**src/rtl/core/tldm_pkg.sv**
```systemverilog
// Shared constants, types and command/status structs for the thruster lag core.
// No dependencies.
package tldm_pkg;

  localparam int QUEUE_DEPTH = 16;
  localparam int QW = $clog2(QUEUE_DEPTH);
  localparam int CW = $clog2(QUEUE_DEPTH + 1);

  localparam logic [16:0] ONE_Q16 = 17'd65536;
  localparam logic [17:0] QUANT_LIMIT = 18'd32112;
  localparam logic [39:0] FUEL_MAX = 40'hFF_FFFF_FFFF;

  // Register indexes
  localparam logic [2:0] REG_DELAY = 3'd0;
  localparam logic [2:0] REG_AON = 3'd1;
  localparam logic [2:0] REG_AOFF = 3'd2;
  localparam logic [2:0] REG_MAXT = 3'd3;
  localparam logic [2:0] REG_FLOW = 3'd4;
  localparam logic [2:0] REG_FUELT = 3'd5;
  localparam logic [2:0] REG_FUEL0 = 3'd6;

  // Queue entry: {time, cmd}
  typedef struct packed {
    logic [31:0] time_stamp;
    logic        cmd;
  } qentry_t;

  // Controller to datapath commands
  typedef struct packed {
    logic load;      // capture input item
    logic cmd_item;  // process command (queue write)
    logic tick_inc;  // advance tick counter
    logic pop;       // pop head entry if due
    logic lag;       // compute lag step
    logic fuel;      // update fuel and outputs
    logic emit;      // load output register
  } dp_cmd_t;

  // Datapath to controller status
  typedef struct packed {
    logic is_cmd;
    logic head_due;
  } dp_sts_t;

endpackage

```
**src/rtl/core/tldm_ctrl.sv**
```systemverilog
// Controller state machine sequencing command and tick items.
// Depends on tldm_pkg.
module tldm_ctrl import tldm_pkg::*; (
  input  logic    clk,
  input  logic    rst_n,
  input  logic    in_valid,
  output logic    in_ready,
  output logic    out_valid,
  input  logic    out_ready,
  input  dp_sts_t sts,
  output dp_cmd_t cmd
);
  localparam logic [2:0] S_IDLE = 3'd0;
  localparam logic [2:0] S_DEC  = 3'd1;
  localparam logic [2:0] S_POP  = 3'd2;
  localparam logic [2:0] S_LAG  = 3'd3;
  localparam logic [2:0] S_FUEL = 3'd4;
  localparam logic [2:0] S_EMIT = 3'd5;
  localparam logic [2:0] S_WAIT = 3'd6;

  logic [2:0] state_r, state_nxt;
  logic       ovalid_r, ovalid_nxt;

  assign in_ready  = (state_r == S_IDLE);
  assign out_valid = ovalid_r;

  // Next state and command decode
  always_comb begin
    state_nxt  = state_r;
    ovalid_nxt = ovalid_r;
    cmd        = '0;
    if (ovalid_r && out_ready) begin
      ovalid_nxt = 1'b0;
    end
    unique case (state_r)
      S_IDLE: begin
        if (in_valid) begin
          cmd.load  = 1'b1;
          state_nxt = S_DEC;
        end
      end
      S_DEC: begin
        if (sts.is_cmd) begin
          cmd.cmd_item = 1'b1;
          state_nxt    = S_EMIT;
        end else begin
          cmd.tick_inc = 1'b1;
          state_nxt    = S_WAIT;
        end
      end
      S_WAIT: state_nxt = S_POP;  // head read settles
      S_POP: begin
        if (sts.head_due) begin
          cmd.pop   = 1'b1;
          state_nxt = S_WAIT;
        end else begin
          state_nxt = S_LAG;
        end
      end
      S_LAG: begin
        cmd.lag   = 1'b1;
        state_nxt = S_FUEL;
      end
      S_FUEL: begin
        cmd.fuel  = 1'b1;
        state_nxt = S_EMIT;
      end
      S_EMIT: begin
        if (!ovalid_r || out_ready) begin
          cmd.emit   = 1'b1;
          ovalid_nxt = 1'b1;
          state_nxt  = S_IDLE;
        end
      end
      default: state_nxt = S_IDLE;
    endcase
  end

  always_ff @(posedge clk) begin
    if (!rst_n) begin
      state_r  <= S_IDLE;
      ovalid_r <= 1'b0;
    end else begin
      state_r  <= state_nxt;
      ovalid_r <= ovalid_nxt;
    end
  end
endmodule

```
**config.mk**
```make
export PLATFORM = sky130hd
export DESIGN_NAME = tldm_ctrl
export DESIGN_NICKNAME = d
export VERILOG_FILES = /design/src/rtl/core/tldm_pkg.sv /design/src/rtl/core/tldm_ctrl.sv
export SDC_FILE = /design/constraint.sdc
export NUM_CORES = 1
export LEC_CHECK = 0
export BUFFER_PORTS_ARGS = -buffer_cell sky130_fd_sc_hd__buf_2
export CORE_AREA = 2 2 39 41
export DETAILED_ROUTE_END_ITERATION = 12
export DIE_AREA = 0 0 41 43
export SLEW_MARGIN = 20
export SYNTH_ARGS = -nofsm -noshare
export SYNTH_HDL_FRONTEND = slang
export SYNTH_SLANG_ARGS = --single-unit
export TNS_END_PERCENT = 30
```
**constraint.sdc**
```tcl
create_clock -name clk -period 1.65 [get_ports clk]
set_input_delay 0.2475 -clock clk [delete_from_list [all_inputs] [get_ports clk]]
set_output_delay 0.2475 -clock clk [all_outputs]
set_load 0.02 [all_outputs]
```
======== Word level (Yosys, flattened, before mapping) ========
Cells that the tools add are included.
Widths: inputs -> output; s select.
operators by class
  equal/unequal tests ..................... 8
  muxes and demuxes ....................... 19
  reduce and logical (&&, ||, !) cells .... 5
operators by type and width
  cell                number
  $pmux 3 s7          1
  $mux 1              13
  $eq 3x3->1 const B  3
  $mux 3              3
  $eq 3x2->1 const B  2
  $mux 2              2
  $ne 2x2->1 const B  2
  $eq 3x1->1 const B  1
  $logic_not 3->1     1
  $reduce_and 2->1    1
  $logic_and 1x1->1   1
  $logic_not 1->1     1
  $logic_or 1x1->1    1
storage, ports and cells
  flip-flop bits (word level) ............. 4
  input bits .............................. 6
  output and inout bits ................... 9
  logic and storage cells ................. 34

======== Longest topological paths before layout ========
  depth after elaboration ................. 4
  depth in mapped cells ................... 4

======== Least setup slack after synthesis ========
No wires, ideal clock.
  path kind ............................... reg-to-output
  start ................................... register state_r[2]
  end ..................................... output port cmd[6] (netlist name)
  arrival ................................. 1.298 ns
  setup slack ............................. 0.105 ns
  stages on the path, launching flop included .. 4
  path buffers ............................ 1
  path through ............................ dfxtp_1 -> buf_6 -> nor3_1 -> and2_1
RTL lines
  what                    line             RTL
  from (decl)             tldm_ctrl.sv:21  logic [2:0] state_r, state_nxt;
  from (signal assigned)  tldm_ctrl.sv:84  state_r <= state_nxt;
  to (decl)               tldm_ctrl.sv:11  output dp_cmd_t cmd

==> flow_metrics.env <==
export IMPL_wl_per_cell_um=9.32
export IMPL_rsz0062_at_grt="no"
export IMPL_core_area_um2=1380
export IMPL_hp_class="in -> reg"
export IMPL_gr_total_overflow=0
export IMPL_max_freq_mhz=671
export IMPL_drive_gt1_frac=0.413
export IMPL_path_class="reg -> out"
export IMPL_synth_fp_nets=38
export IMPL_relSlewSlack=0.779
export IMPL_crit_arrival_ns=1.24
export IMPL_die_area_um2=1760
export IMPL_crit_path_end_kind="output pin"
export IMPL_status="complete, no violations"
export IMPL_syn_to_final_growth_pct=33.5
export IMPL_clkTransAtPathRegs_ns=0.04
export IMPL_drtAntennaViolNets=0
export IMPL_synthFlopType="dfxtp_1"
export IMPL_clock_path_buffers=2
export IMPL_async_reset_ff_frac=0
export IMPL_fin_skew_ns=0.000813
export IMPL_grt_antenna_before_repair=0
export IMPL_grt_pass1_vias=232
export IMPL_port_buffers=14
export IMPL_n_fill_cell=154
export IMPL_cts_made_buffers=3
export IMPL_clk_latency_ns=0.23
export IMPL_crit_required_ns=1.40
export IMPL_drt_pre_antenna_iters=2
export IMPL_worstPathMaxFanout=12
export IMPL_synth_area_um2=277
export IMPL_fin_nets=54
export IMPL_via_per_inst=4.35
export IMPL_timing_final_max_slew_violations=0
export IMPL_rows=14
export IMPL_synth_cells=32
export IMPL_leakage_nw=0.173
export IMPL_clkSinkCount=4
export IMPL_clock_tree_root_cell="clkbuf_4"
export IMPL_groute_usage_overall=0.0863
export IMPL_avgSynthCellArea_um2=8.64
export IMPL_power_density_nw_per_um2=1000
export IMPL_peakVddDrop_v=0.000248
export IMPL_grt_start_max_net_pins=13
export IMPL_max_cap_violations=0
export IMPL_drc=0
export IMPL_drt_iter0_drc=1
export IMPL_period_needed_ns=1.49
export IMPL_max_slew_worst_pin_slew_ns=0.331
export IMPL_cts_tree="yes"
export IMPL_setup_tns_ns=0
export IMPL_vias=270
export IMPL_ctsHoldBuffers=0
export IMPL_io_pins=15
export IMPL_ys_warnings_count=0
export IMPL_period_share=0.904
export IMPL_critPathLaunchType="flip-flop"
export IMPL_die_x_um=41
export IMPL_finalHoldViolCount=0
export IMPL_initial_core_util=0.200
export IMPL_synthDistinctLibCells=17
export IMPL_grt_pass1_wl_um=938
export IMPL_p_total_mw=0.370
export IMPL_drt_total_wl_um=578
export IMPL_routabilityCongestion=0.643
export IMPL_htree_levels=1
export IMPL_setup_viol=0
export IMPL_die_h_um=43
export IMPL_diodes=0
export IMPL_synth_edf_count=0
export IMPL_ys_seq_elements=4
export IMPL_seq_area_frac_synth=0.290
-- sequential cells by signal, indices dropped and copies added (netlist names) --
register,count
out_valid,1
state_r,3
-- worst max-delay path, cell delays in order (launching register included) --
cell     delay [ns]
dfxtp_1        0.49
nor4b_2        0.30
buf_2          0.22
-- metal layers --
layer	vias to the layer above	part of all wire	track usage	routed length [um]
met5	-	0	0	0
met4	0	0.0087	0.100	5
met3	2	0.085	0.0314	49
met2	8	0.51	0.113	297
met1	115	0.39	0.0929	225
li1	145	-	-	-
-- cells in the final DEF (no fill, tap or decap), types with 2 or more instances in the layout --
| cell type | n |
|---|---|
| o21a_1 | 3 |
| nor2b_1 | 2 |
| nand2b_1 | 2 |
| dfxtp_1 | 3 |
| and3b_1 | 2 |
| clkbuf_4 | 3 |
| nor2_1 | 2 |
| buf_2 | 14 |
| nand3b_1 | 3 |
| a21oi_1 | 4 |
-- path summary, 6_finish.rpt --
kind / to / cells after the start / slack (ns) / start
worst max-delay path: cmd[4] / 2 / 0.16 / state_r[0]
worst min-delay path: state_r[2] / 2 / 0.28 / rst_n
worst max register to register: state_r[0] / 3 / 0.54 / state_r[0]
worst min register to register: out_valid / 2 / 0.53 / out_valid
-- per-stage QoR --
| step | area (um2) | std cells | worst slack [ns] | hold slack [ns] | util |
|---|---|---|---|---|---|
| final | 369 | 62 | 0.159 | 0.282 | 0.267 |
| after CTS | 368 | 62 | 0.129 | 0.278 | 0.266 |
| after floorplan | 277 | 32 | 0.105 | 0.365 | - |
| after detailed placement | 345 | 59 | 0.383 | 0.526 | 0.250 |
| after global routing | 369 | 62 | 0.0510 | 0.292 | 0.267 |
| after global placement | 345 | 59 | 0.400 | 0.510 | 0.250 |
-- logic make-up after synthesis --
logic type             share of synthesized area
AOI/OAI and AO/OA                          0.208
buffers and inverters                     0.0769
DFF                                        0.290
and+or+nand+nor                            0.425
-- synth_stat cells, drive strengths merged, types with 2 or more instances --
cell,instances,share of area
o21a,3,0.081
a21oi,4,0.072
buf,3,0.077
nand2b,2,0.045
nand3b,3,0.081
and3b,2,0.063
nor2b,2,0.045
nor2,2,0.027
dfxtp,4,0.29
-- report_power, final --
| part | total [mW] | leakage (nW) | switching (mW) | internal [mW] |
|---|---|---|---|---|
| Combinational | 0.117 | 0.126 | 0.0626 | 0.0544 |
| Clock | 0.117 | 0.0138 | 0.0359 | 0.0811 |
| Sequential | 0.136 | 0.0333 | 0.0267 | 0.110 |
-- area by class of cell --
cell class                      instances  area [um2]  area share
Multi-Input combinational cell         25         175       0.475
Sequential cell                         4        81.3       0.220
Timing Repair Buffer                   14        70.1       0.190
Tap cell                               16        20.0      0.0542
Clock buffer                            3        22.5      0.0610
-- timing repair --
action                                  4_1_cts  5_1_grt
endpoints found under the setup margin        0        1
gates resized for setup                       0        1
buffers inserted                              0        0
Power figures use the tool's default switching activity.
